==> config.mk <==
export PLATFORM = sky130hd
export DESIGN_NAME = servo_switch_press_controller
export DESIGN_NICKNAME = d
export VERILOG_FILES = /design/src/ssp_pkg.sv /design/src/ssp_cfg.sv /design/src/ssp_step.sv /design/src/servo_switch_press_controller.sv
export SDC_FILE = /design/constraint.sdc
export NUM_CORES = 1
export LEC_CHECK = 0
export CORE_MARGIN = 1
export CORE_UTILIZATION = 50
export DETAILED_ROUTE_END_ITERATION = 8
export DONT_BUFFER_PORTS = 1
export SKIP_CTS_REPAIR_TIMING = 1
export SLEW_MARGIN = 20
export SYNTH_ARGS = -nofsm -noshare
export SYNTH_HDL_FRONTEND = slang
export SYNTH_SLANG_ARGS = --single-unit
==> constraint.sdc <==
create_clock -name clk -period 11.08 [get_ports clk]
set_clock_uncertainty 0.1 [all_clocks]
set_input_delay 2.216 -clock clk [delete_from_list [all_inputs] [get_ports clk]]
set_output_delay 2.216 -clock clk [all_outputs]
set_load 0.05 [all_outputs]
==> src/ssp_pkg.sv <==
// ssp_pkg: shared types, register indexes and reset constants for the servo switch press controller
// no dependencies; imported by every module of the block
package ssp_pkg;

    localparam int TIMER_BITS_DEF = 16;
    localparam int CFG_DATA_W     = 16;
    localparam int CFG_INDEX_W    = 3;
    localparam int PERIOD_W       = 16;
    localparam int LIGHT_W        = 10;
    localparam int TIME_W         = 12;
    localparam int ANGLE_W        = 8;

    localparam logic [CFG_INDEX_W-1:0] REG_WINTER_MODE     = 3'd0;
    localparam logic [CFG_INDEX_W-1:0] REG_MONITOR_PERIOD  = 3'd1;
    localparam logic [CFG_INDEX_W-1:0] REG_LIGHT_THRESHOLD = 3'd2;
    localparam logic [CFG_INDEX_W-1:0] REG_LOCKOUT_TIME    = 3'd3;
    localparam logic [CFG_INDEX_W-1:0] REG_PRESS_TIME      = 3'd4;
    localparam logic [CFG_INDEX_W-1:0] REG_CYCLE_TIME      = 3'd5;
    localparam logic [CFG_INDEX_W-1:0] REG_PRESS_ANGLE     = 3'd6;

    localparam logic [PERIOD_W-1:0] MONITOR_PERIOD_RST  = 16'd1000;
    localparam logic [LIGHT_W-1:0]  LIGHT_THRESHOLD_RST = 10'd1000;
    localparam logic [TIME_W-1:0]   LOCKOUT_TIME_RST    = 12'd250;
    localparam logic [TIME_W-1:0]   PRESS_TIME_RST      = 12'd500;
    localparam logic [TIME_W-1:0]   CYCLE_TIME_RST      = 12'd1000;
    localparam logic [ANGLE_W-1:0]  PRESS_ANGLE_RST     = 8'd35;
    localparam logic [ANGLE_W-1:0]  MAX_ANGLE           = 8'd180;

    typedef struct packed {
        logic                winter_mode;
        logic [PERIOD_W-1:0] monitor_period;
        logic [LIGHT_W-1:0]  light_threshold;
        logic [TIME_W-1:0]   lockout_time;
        logic [TIME_W-1:0]   press_time;
        logic [TIME_W-1:0]   cycle_time;
        logic [ANGLE_W-1:0]  press_angle;
    } cfg_t;

    typedef struct packed {
        logic               button_level;
        logic [LIGHT_W-1:0] light_level;
        logic               toggle_request;
        logic               ack_change;
    } in_t;

    typedef struct packed {
        logic button_prev;
        logic pressing;
        logic toggle_pending;
        logic status_before_press;
        logic status_now;
        logic status_prev;
        logic change_flag;
        logic error_flag;
        logic led_state;
        logic servo_pressed;
        logic user_select;
    } flags_t;

    typedef struct packed {
        logic               heating_on;
        logic               led_on;
        logic [ANGLE_W-1:0] servo_angle;
        logic               toggle_error;
        logic               status_changed;
        logic               user_choice;
        logic               toggle_busy;
    } res_t;

endpackage

==> src/ssp_cfg.sv <==
// ssp_cfg: configuration register file written through the plain write port
// depends on ssp_pkg
module ssp_cfg
    import ssp_pkg::*;
(
    input  logic                   clk,
    input  logic                   rst_n,
    input  logic                   cfg_we,
    input  logic [CFG_INDEX_W-1:0] cfg_index,
    input  logic [CFG_DATA_W-1:0]  cfg_data,
    output cfg_t                   cfg,
    output logic                   select_clear
);

    cfg_t cfg_reg;
    cfg_t cfg_next;

    always_comb
    begin
        cfg_next     = cfg_reg;
        select_clear = 1'b0;
        if (cfg_we)
        begin
            unique case (cfg_index)
                REG_WINTER_MODE:
                begin
                    cfg_next.winter_mode = cfg_data[0];
                    select_clear         = !cfg_data[0];
                end
                REG_MONITOR_PERIOD:  cfg_next.monitor_period  = cfg_data[PERIOD_W-1:0];
                REG_LIGHT_THRESHOLD: cfg_next.light_threshold = cfg_data[LIGHT_W-1:0];
                REG_LOCKOUT_TIME:    cfg_next.lockout_time    = cfg_data[TIME_W-1:0];
                REG_PRESS_TIME:      cfg_next.press_time      = cfg_data[TIME_W-1:0];
                REG_CYCLE_TIME:      cfg_next.cycle_time      = cfg_data[TIME_W-1:0];
                REG_PRESS_ANGLE:     cfg_next.press_angle     = cfg_data[ANGLE_W-1:0];
                default:             cfg_next = cfg_reg;
            endcase
        end
    end

    always_ff @(posedge clk or negedge rst_n)
    begin
        if (!rst_n)
        begin
            cfg_reg.winter_mode     <= 1'b0;
            cfg_reg.monitor_period  <= MONITOR_PERIOD_RST;
            cfg_reg.light_threshold <= LIGHT_THRESHOLD_RST;
            cfg_reg.lockout_time    <= LOCKOUT_TIME_RST;
            cfg_reg.press_time      <= PRESS_TIME_RST;
            cfg_reg.cycle_time      <= CYCLE_TIME_RST;
            cfg_reg.press_angle     <= PRESS_ANGLE_RST;
        end
        else
        begin
            cfg_reg <= cfg_next;
        end
    end

    assign cfg = cfg_reg;

endmodule

==> src/ssp_step.sv <==
// ssp_step: one tick of the controller as combinational logic, next state and result
// depends on ssp_pkg
module ssp_step
    import ssp_pkg::*;
#(
    parameter int TIMER_BITS = TIMER_BITS_DEF
)
(
    input  cfg_t                  cfg,
    input  in_t                   item,
    input  flags_t                flags,
    input  logic [TIMER_BITS-1:0] since_sample,
    input  logic [TIMER_BITS-1:0] since_button,
    input  logic [TIMER_BITS-1:0] since_press,
    output flags_t                flags_out,
    output logic [TIMER_BITS-1:0] since_sample_out,
    output logic [TIMER_BITS-1:0] since_button_out,
    output logic [TIMER_BITS-1:0] since_press_out,
    output res_t                  res
);

    localparam int CMP_W = (TIMER_BITS > PERIOD_W) ? TIMER_BITS : PERIOD_W;
    localparam logic [TIMER_BITS-1:0] CNT_MAX = '1;

    always_comb
    begin
        flags_t                f;
        logic [TIMER_BITS-1:0] ss;
        logic [TIMER_BITS-1:0] sb;
        logic [TIMER_BITS-1:0] sp;
        logic                  lit;
        logic [ANGLE_W-1:0]    angle;

        f   = flags;
        lit = item.light_level > cfg.light_threshold;
        ss  = (since_sample == CNT_MAX) ? since_sample : since_sample + 1'b1;
        sb  = (since_button == CNT_MAX) ? since_button : since_button + 1'b1;
        sp  = (since_press  == CNT_MAX) ? since_press  : since_press  + 1'b1;

        // button edge past lockout in winter mode, then toggle request
        if (cfg.winter_mode && (item.button_level != f.button_prev)
            && (CMP_W'(sb) >= CMP_W'(cfg.lockout_time)))
        begin
            f.button_prev = item.button_level;
            sb            = '0;
            if (item.button_level)
            begin
                f.user_select    = !lit;
                f.toggle_pending = 1'b1;
            end
        end
        if (item.toggle_request)
        begin
            f.toggle_pending = 1'b1;
        end

        // press start, then release window
        if (f.toggle_pending)
        begin
            if ((CMP_W'(sp) > CMP_W'(cfg.cycle_time)) && !f.pressing)
            begin
                sp                    = '0;
                f.status_now          = lit;
                f.status_before_press = lit;
                f.servo_pressed       = 1'b1;
                f.pressing            = 1'b1;
            end
            if ((CMP_W'(sp) >= CMP_W'(cfg.press_time))
                && (CMP_W'(sp) < CMP_W'(cfg.cycle_time)))
            begin
                f.servo_pressed  = 1'b0;
                f.status_now     = lit;
                f.led_state      = lit;
                f.error_flag     = (lit == f.status_before_press);
                f.change_flag    = 1'b1;
                f.status_prev    = lit;
                f.pressing       = 1'b0;
                f.toggle_pending = 1'b0;
            end
        end

        // periodic sample
        if (CMP_W'(ss) >= CMP_W'(cfg.monitor_period))
        begin
            ss           = '0;
            f.status_now = lit;
            if (cfg.winter_mode)
            begin
                f.led_state = lit;
            end
            f.change_flag = (lit != f.status_prev);
            f.status_prev = lit;
            if (f.change_flag)
            begin
                f.error_flag = 1'b0;
            end
        end

        angle = (cfg.press_angle > MAX_ANGLE) ? MAX_ANGLE : cfg.press_angle;

        res.heating_on     = f.status_now;
        res.led_on         = f.led_state;
        res.servo_angle    = f.servo_pressed ? angle : '0;
        res.toggle_error   = f.error_flag;
        res.status_changed = f.change_flag;
        res.user_choice    = f.user_select;
        res.toggle_busy    = f.toggle_pending;

        if (item.ack_change)
        begin
            f.change_flag = 1'b0;
        end

        flags_out        = f;
        since_sample_out = ss;
        since_button_out = sb;
        since_press_out  = sp;
    end

endmodule

==> src/servo_switch_press_controller.sv <==
// servo_switch_press_controller: top level, input register, tick state and result register
// depends on ssp_pkg, ssp_cfg and ssp_step
// path: an accepted request goes through the input register, then the result register
// throughput: one request per cycle when out_stall is low, single tick step between registers
// reset clears all tick state and timers and loads the configuration defaults
module servo_switch_press_controller
    import ssp_pkg::*;
#(
    parameter int TIMER_BITS = TIMER_BITS_DEF
)
(
    input  logic                   clk,
    input  logic                   rst_n,
    input  logic                   cfg_we,
    input  logic [CFG_INDEX_W-1:0] cfg_index,
    input  logic [CFG_DATA_W-1:0]  cfg_data,
    input  logic                   in_valid,
    output logic                   in_stall,
    input  logic                   button_level,
    input  logic [LIGHT_W-1:0]     light_level,
    input  logic                   toggle_request,
    input  logic                   ack_change,
    output logic                   out_valid,
    input  logic                   out_stall,
    output logic                   heating_on,
    output logic                   led_on,
    output logic [ANGLE_W-1:0]     servo_angle,
    output logic                   toggle_error,
    output logic                   status_changed,
    output logic                   user_choice,
    output logic                   toggle_busy
);

    cfg_t                  cfg;
    logic                  select_clear;
    logic                  in_valid_reg;
    in_t                   item_reg;
    logic                  out_valid_reg;
    res_t                  res_reg;
    res_t                  res_next;
    flags_t                flags_reg;
    flags_t                flags_next;
    logic [TIMER_BITS-1:0] since_sample_reg;
    logic [TIMER_BITS-1:0] since_sample_next;
    logic [TIMER_BITS-1:0] since_button_reg;
    logic [TIMER_BITS-1:0] since_button_next;
    logic [TIMER_BITS-1:0] since_press_reg;
    logic [TIMER_BITS-1:0] since_press_next;
    logic                  step_move;
    logic                  step_fire;

    ssp_cfg u_cfg
    (
        .clk          (clk),
        .rst_n        (rst_n),
        .cfg_we       (cfg_we),
        .cfg_index    (cfg_index),
        .cfg_data     (cfg_data),
        .cfg          (cfg),
        .select_clear (select_clear)
    );

    ssp_step #(
        .TIMER_BITS (TIMER_BITS)
    ) u_step
    (
        .cfg              (cfg),
        .item             (item_reg),
        .flags            (flags_reg),
        .since_sample     (since_sample_reg),
        .since_button     (since_button_reg),
        .since_press      (since_press_reg),
        .flags_out        (flags_next),
        .since_sample_out (since_sample_next),
        .since_button_out (since_button_next),
        .since_press_out  (since_press_next),
        .res              (res_next)
    );

    assign step_move = !out_valid_reg || !out_stall;
    assign step_fire = in_valid_reg && step_move;
    assign in_stall  = in_valid_reg && !step_move;

    // input register
    always_ff @(posedge clk or negedge rst_n)
    begin
        if (!rst_n)
        begin
            in_valid_reg <= 1'b0;
        end
        else if (!in_stall)
        begin
            in_valid_reg <= in_valid;
        end
    end

    always_ff @(posedge clk)
    begin
        if (in_valid && !in_stall)
        begin
            item_reg.button_level   <= button_level;
            item_reg.light_level    <= light_level;
            item_reg.toggle_request <= toggle_request;
            item_reg.ack_change     <= ack_change;
        end
    end

    // tick state
    always_ff @(posedge clk or negedge rst_n)
    begin
        if (!rst_n)
        begin
            flags_reg        <= '0;
            since_sample_reg <= '0;
            since_button_reg <= '0;
            since_press_reg  <= '0;
        end
        else if (step_fire)
        begin
            flags_reg        <= flags_next;
            since_sample_reg <= since_sample_next;
            since_button_reg <= since_button_next;
            since_press_reg  <= since_press_next;
        end
        else if (select_clear)
        begin
            flags_reg.user_select <= 1'b0;
        end
    end

    // result register
    always_ff @(posedge clk or negedge rst_n)
    begin
        if (!rst_n)
        begin
            out_valid_reg <= 1'b0;
        end
        else if (step_move)
        begin
            out_valid_reg <= in_valid_reg;
        end
    end

    always_ff @(posedge clk)
    begin
        if (step_fire)
        begin
            res_reg <= res_next;
        end
    end

    assign out_valid      = out_valid_reg;
    assign heating_on     = res_reg.heating_on;
    assign led_on         = res_reg.led_on;
    assign servo_angle    = res_reg.servo_angle;
    assign toggle_error   = res_reg.toggle_error;
    assign status_changed = res_reg.status_changed;
    assign user_choice    = res_reg.user_choice;
    assign toggle_busy    = res_reg.toggle_busy;

    // servo drive and press phase move together
    a_servo_follows_press: assert property (@(posedge clk) disable iff (!rst_n)
        flags_reg.servo_pressed == flags_reg.pressing)
        else $error("servo drive and press phase disagree");

    // a press only runs while a toggle is pending
    a_press_needs_pending: assert property (@(posedge clk) disable iff (!rst_n)
        flags_reg.pressing |-> flags_reg.toggle_pending)
        else $error("press running with no pending toggle");

    // a held request in the input register waits for the result register
    a_input_held: assert property (@(posedge clk) disable iff (!rst_n)
        (in_valid_reg && out_valid_reg && out_stall) |=> in_valid_reg)
        else $error("request lost while result stalled");

    a_angle_range: assert property (@(posedge clk) disable iff (!rst_n)
        out_valid_reg |-> (res_reg.servo_angle <= MAX_ANGLE))
        else $error("servo angle out of range");

endmodule

==> impl_metrics.env <==
export IMPL_status="finished clean"
export IMPL_nets=1032
export IMPL_drc=0
export IMPL_synth_edf_count=27
export IMPL_clk_pin_slew_ps=70
export IMPL_ys_seq_area_share_pct=45.8
export IMPL_postSynthCellCount=922
export IMPL_place_ws_ps=4810
export IMPL_fmax_ghz=0.157
export IMPL_crit_chain="ha_1 > nand2_1 > nor3_1 > and3_1 > nor2_1 > and3_1 > and3_1 > xnor2_1 > inv_1 > ha_1 > a21oi_1 > o21ai_0 > o311ai_0 > nand2_1 > nor2_1 > ha_1 > a21o_1 > a2111oi_0 > o21ai_0 > a221oi_1 > or3_1 > a21oi_1 > o22ai_1 > mux2_2"
export IMPL_cp_startpoint="since_press_reg[0]$_DFFE_PN0P_"
export IMPL_area_growth_pct=8.85
export IMPL_layout_drive_gt1_share_pct=13.7
export IMPL_powerDensity_nw_per_um2=182
export IMPL_vdd_ir_drop_max_uv=121
export IMPL_clkPwrFrac_pct=31.0
export IMPL_setup_violations_final=0
export IMPL_yosysUniqueCellTypes=61
export IMPL_fp_dieH_um=137
export IMPL_cts_tree="done"
export IMPL_htree_num_levels=4
export IMPL_clock_path_buffers=2
export IMPL_antenna_left=0
export IMPL_crit_buf_inv=1
export IMPL_num_antenna_cells=0
export IMPL_synth_async_reset_ratio_pct=83.0
export IMPL_p_sw_uw=593
export IMPL_yosys_top_cells_area="dfrtp_1 27%, ha_1 10%, dfstp_2 9.5%, edfxtp_1 8.9%, mux2_2 5.3%"
export IMPL_crit_fanout=11
export IMPL_dp_hpwl_mm=15.2
export IMPL_grt_max_degree=133
export IMPL_cp_required_ps=11150
export IMPL_start_util_pct=51.8
export IMPL_slew_violations=0
export IMPL_endpoint_kind="flop"
export IMPL_port_buffers=0
export IMPL_holdCritPathClass="reg -> reg"
export IMPL_grt_setup_unrepaired="no"
export IMPL_critPathKind="reg -> reg"
export IMPL_routedWlPerCell_um=18.0
export IMPL_ys_warn_count=0
export IMPL_place_gp_congestion=0.944
export IMPL_worst_slew_pin_slew_ps=806
export IMPL_slew_headroom_pct=46.0
export IMPL_grt_total_usage_pct=24.3
export IMPL_finalHoldViolCount=0
export IMPL_rows=48
export IMPL_drtIter0Drc=430
export IMPL_seqPwrFrac_pct=45.0
export IMPL_cpPeakStageDelay_ps=420
export IMPL_cp_top_family="simple AND/OR/NAND/NOR gates"
export IMPL_pin_count=53
export IMPL_swShare_pct=33.0
export IMPL_grt_pass1_wl_mm=34.2
export IMPL_p_int_mw=1.20
export IMPL_cts_root_buf="clkbuf_16"
export IMPL_num_vias=6664
export IMPL_synth_top_area_share_pct=27.3
export IMPL_layout_setup_ws_ps=4710
export IMPL_clock_sinks=159
export IMPL_routed_wl_mm=20.8
export IMPL_crit_slowest_cell="dfrtp_1"
export IMPL_yosysTopAreaCell="dfrtp_1"
export IMPL_die_width_um=137
export IMPL_r2r_start="since_press_reg[0]$_DFFE_PN0P_"
export IMPL_hp_start="flags_reg[4]$_DFFE_PN0P_"
export IMPL_synthFlopType="dfrtp_1"
export IMPL_syn_nets=1035
export IMPL_grt_overflow_total=0
export IMPL_numCtsBuffers=17
export IMPL_grt_antenna_before_repair=0
export IMPL_synth_area_per_cell_um2=9.85
export IMPL_post_route_period_util_pct=57.5
export IMPL_via_per_inst=5.76
export IMPL_dr_pass1_iters=5
export IMPL_dieArea_um2=18700
export IMPL_netlist_area_um2=9080
export IMPL_setup_tns_ps=0
export IMPL_ys_seq_elements=159
export IMPL_power_leakage_nw=4.61
export IMPL_largest_reg_flops=71
export IMPL_min_period_ps=6370
export IMPL_core_region_area_um2=17500
export IMPL_p_comb_share_pct=24.0
export IMPL_startpoint_type="flop"
export IMPL_worstPathArrival_ps=6440
export IMPL_grt_pass1_vias=6685
export IMPL_max_cap_violations=0
export IMPL_clk_latency_ps=440
per-layer routing:
layer / up-vias / GRT usage [%] / wire length, um
met2: 136 / 39.7 / 9880
met3: 30 / 5.56 / 893
met5: - / 0 / 0
met4: 0 / 8.49 / 434
li1: 3263 / - / -
met1: 3235 / 31.8 / 9640
path summary, 6_finish.rpt:
check / to / slack, ps / cells past startpoint
setup / recovery: heating_on$_DFFE_PP_ / 4710 / 24
hold reg to reg: flags_reg[4]$_DFFE_PN0P_ / 380 / 2
hold / removal: flags_reg[4]$_DFFE_PN0P_ / 380 / 2
setup reg to reg: heating_on$_DFFE_PP_ / 4710 / 24
max in group asynchronous: u_cfg.cfg[62]$_DFFE_PN1P_ / 9210 / 0
min in group asynchronous: since_button_reg[4]$_DFFE_PN0P_ / 1380 / 0
power by group through the flow:
| stage | registers (mW) | clock network [mW] | logic [mW] |
|---|---|---|---|
| after global placement | 0.813 | 0 | 0.408 |
| after floorplan | 0.792 | 0 | 0.324 |
| final | 0.808 | 0.556 | 0.432 |
| after CTS | 0.807 | 0.565 | 0.432 |
| after detailed placement | 0.816 | 0 | 0.428 |
| after global routing | 0.822 | 0.590 | 0.499 |
synth_stat cells (4+ instances only):
cell / instances
o21a_1: 4
nor4_1: 9
xor2_1: 15
edfxtp_1: 27
nor2_1: 40
and4_1: 5
o21ai_0: 77
and3_1: 16
nand4_1: 15
mux2i_1: 6
nand2_1: 115
a21o_1: 12
inv_1: 87
nand2b_1: 12
mux2_2: 43
a21oi_1: 44
a31oi_1: 7
a22o_1: 13
and2_1: 6
nor3_1: 12
clkbuf_1: 25
xnor2_1: 17
dfstp_2: 33
o31ai_1: 21
nor2b_1: 5
nand3_1: 29
ha_1: 76
dfrtp_1: 99
cells by family (layout without fill, tap and decap cells):
group / count (synthesis) / in the layout / share of synthesized area [%]
compound gates: 210 / 210 / 14.8
xor+xnor: 32 / 32 / 3.09
flops: 159 / 159 / 45.8
fa+ha+maj: 76 / 76 / 10.5
buf+inv: 118 / 128 / 4.90
simple gates: 277 / 277 / 14.9
mux: 50 / 50 / 6.16
per-stage QoR:
step	utilization [%]	area, um^2	power [mW]	hold slack (ps)	instances
3_3_place_gp	53.2	9330	1.22	364	1125
2_1_floorplan	-	9080	1.12	325	922
5_1_grt	56.4	9880	1.91	426	1157
4_1_cts	56.3	9880	1.80	381	1157
3_5_place_dp	53.2	9330	1.24	367	1125
6_report	56.4	9880	1.80	383	1157
worst reg2reg max path: stages (launching register included):
cell	delay, ps
dfrtp_1	420
ha_1	230
nand2_1	110
nor3_1	400
and3_1	280
nor2_1	110
and3_1	210
and3_1	190
xnor2_1	240
inv_1	80
ha_1	300
a21oi_1	150
o21ai_0	100
o311ai_0	370
nand2_1	310
nor2_1	240
ha_1	270
a21o_1	180
a2111oi_0	370
o21ai_0	170
a221oi_1	350
or3_1	240
a21oi_1	90
o22ai_1	240
mux2_2	360
layout by cell type, fill, tap and decap left out, types with 3 or more instances in the layout:
cell type,Yosys,final
a211oi_1,3,3
a21o_1,12,12
a21oi_1,44,44
a22o_1,13,13
a31oi_1,7,7
and2_1,6,6
and3_1,16,16
and4_1,5,5
buf_4,0,8
clkbuf_16,0,18
dfrtp_1,99,99
dfstp_2,33,33
edfxtp_1,27,27
ha_1,76,76
inv_1,87,87
inv_6,0,7
mux2_2,43,43
mux2i_1,6,6
nand2_1,115,114
nand2b_1,12,12
nand3_1,29,29
nand4_1,15,15
nand4b_1,3,3
nor2_1,40,40
nor2b_1,5,5
nor3_1,12,11
nor4_1,9,9
o21a_1,4,4
o21ai_0,77,77
o22a_1,3,3
o22ai_1,3,3
o31ai_1,21,21
xnor2_1,17,17
xor2_1,15,15
layout make-up:
type	count	area, um^2
clock inverters	12	95.1
flip-flops and latches	159	4160
fillers	1520	7650
inverters	88	330
multi-input cells	645	4500
clock buffers	20	458
repair buffers	8	60.1
well taps	225	282
(Power assumes the default switching activity.)
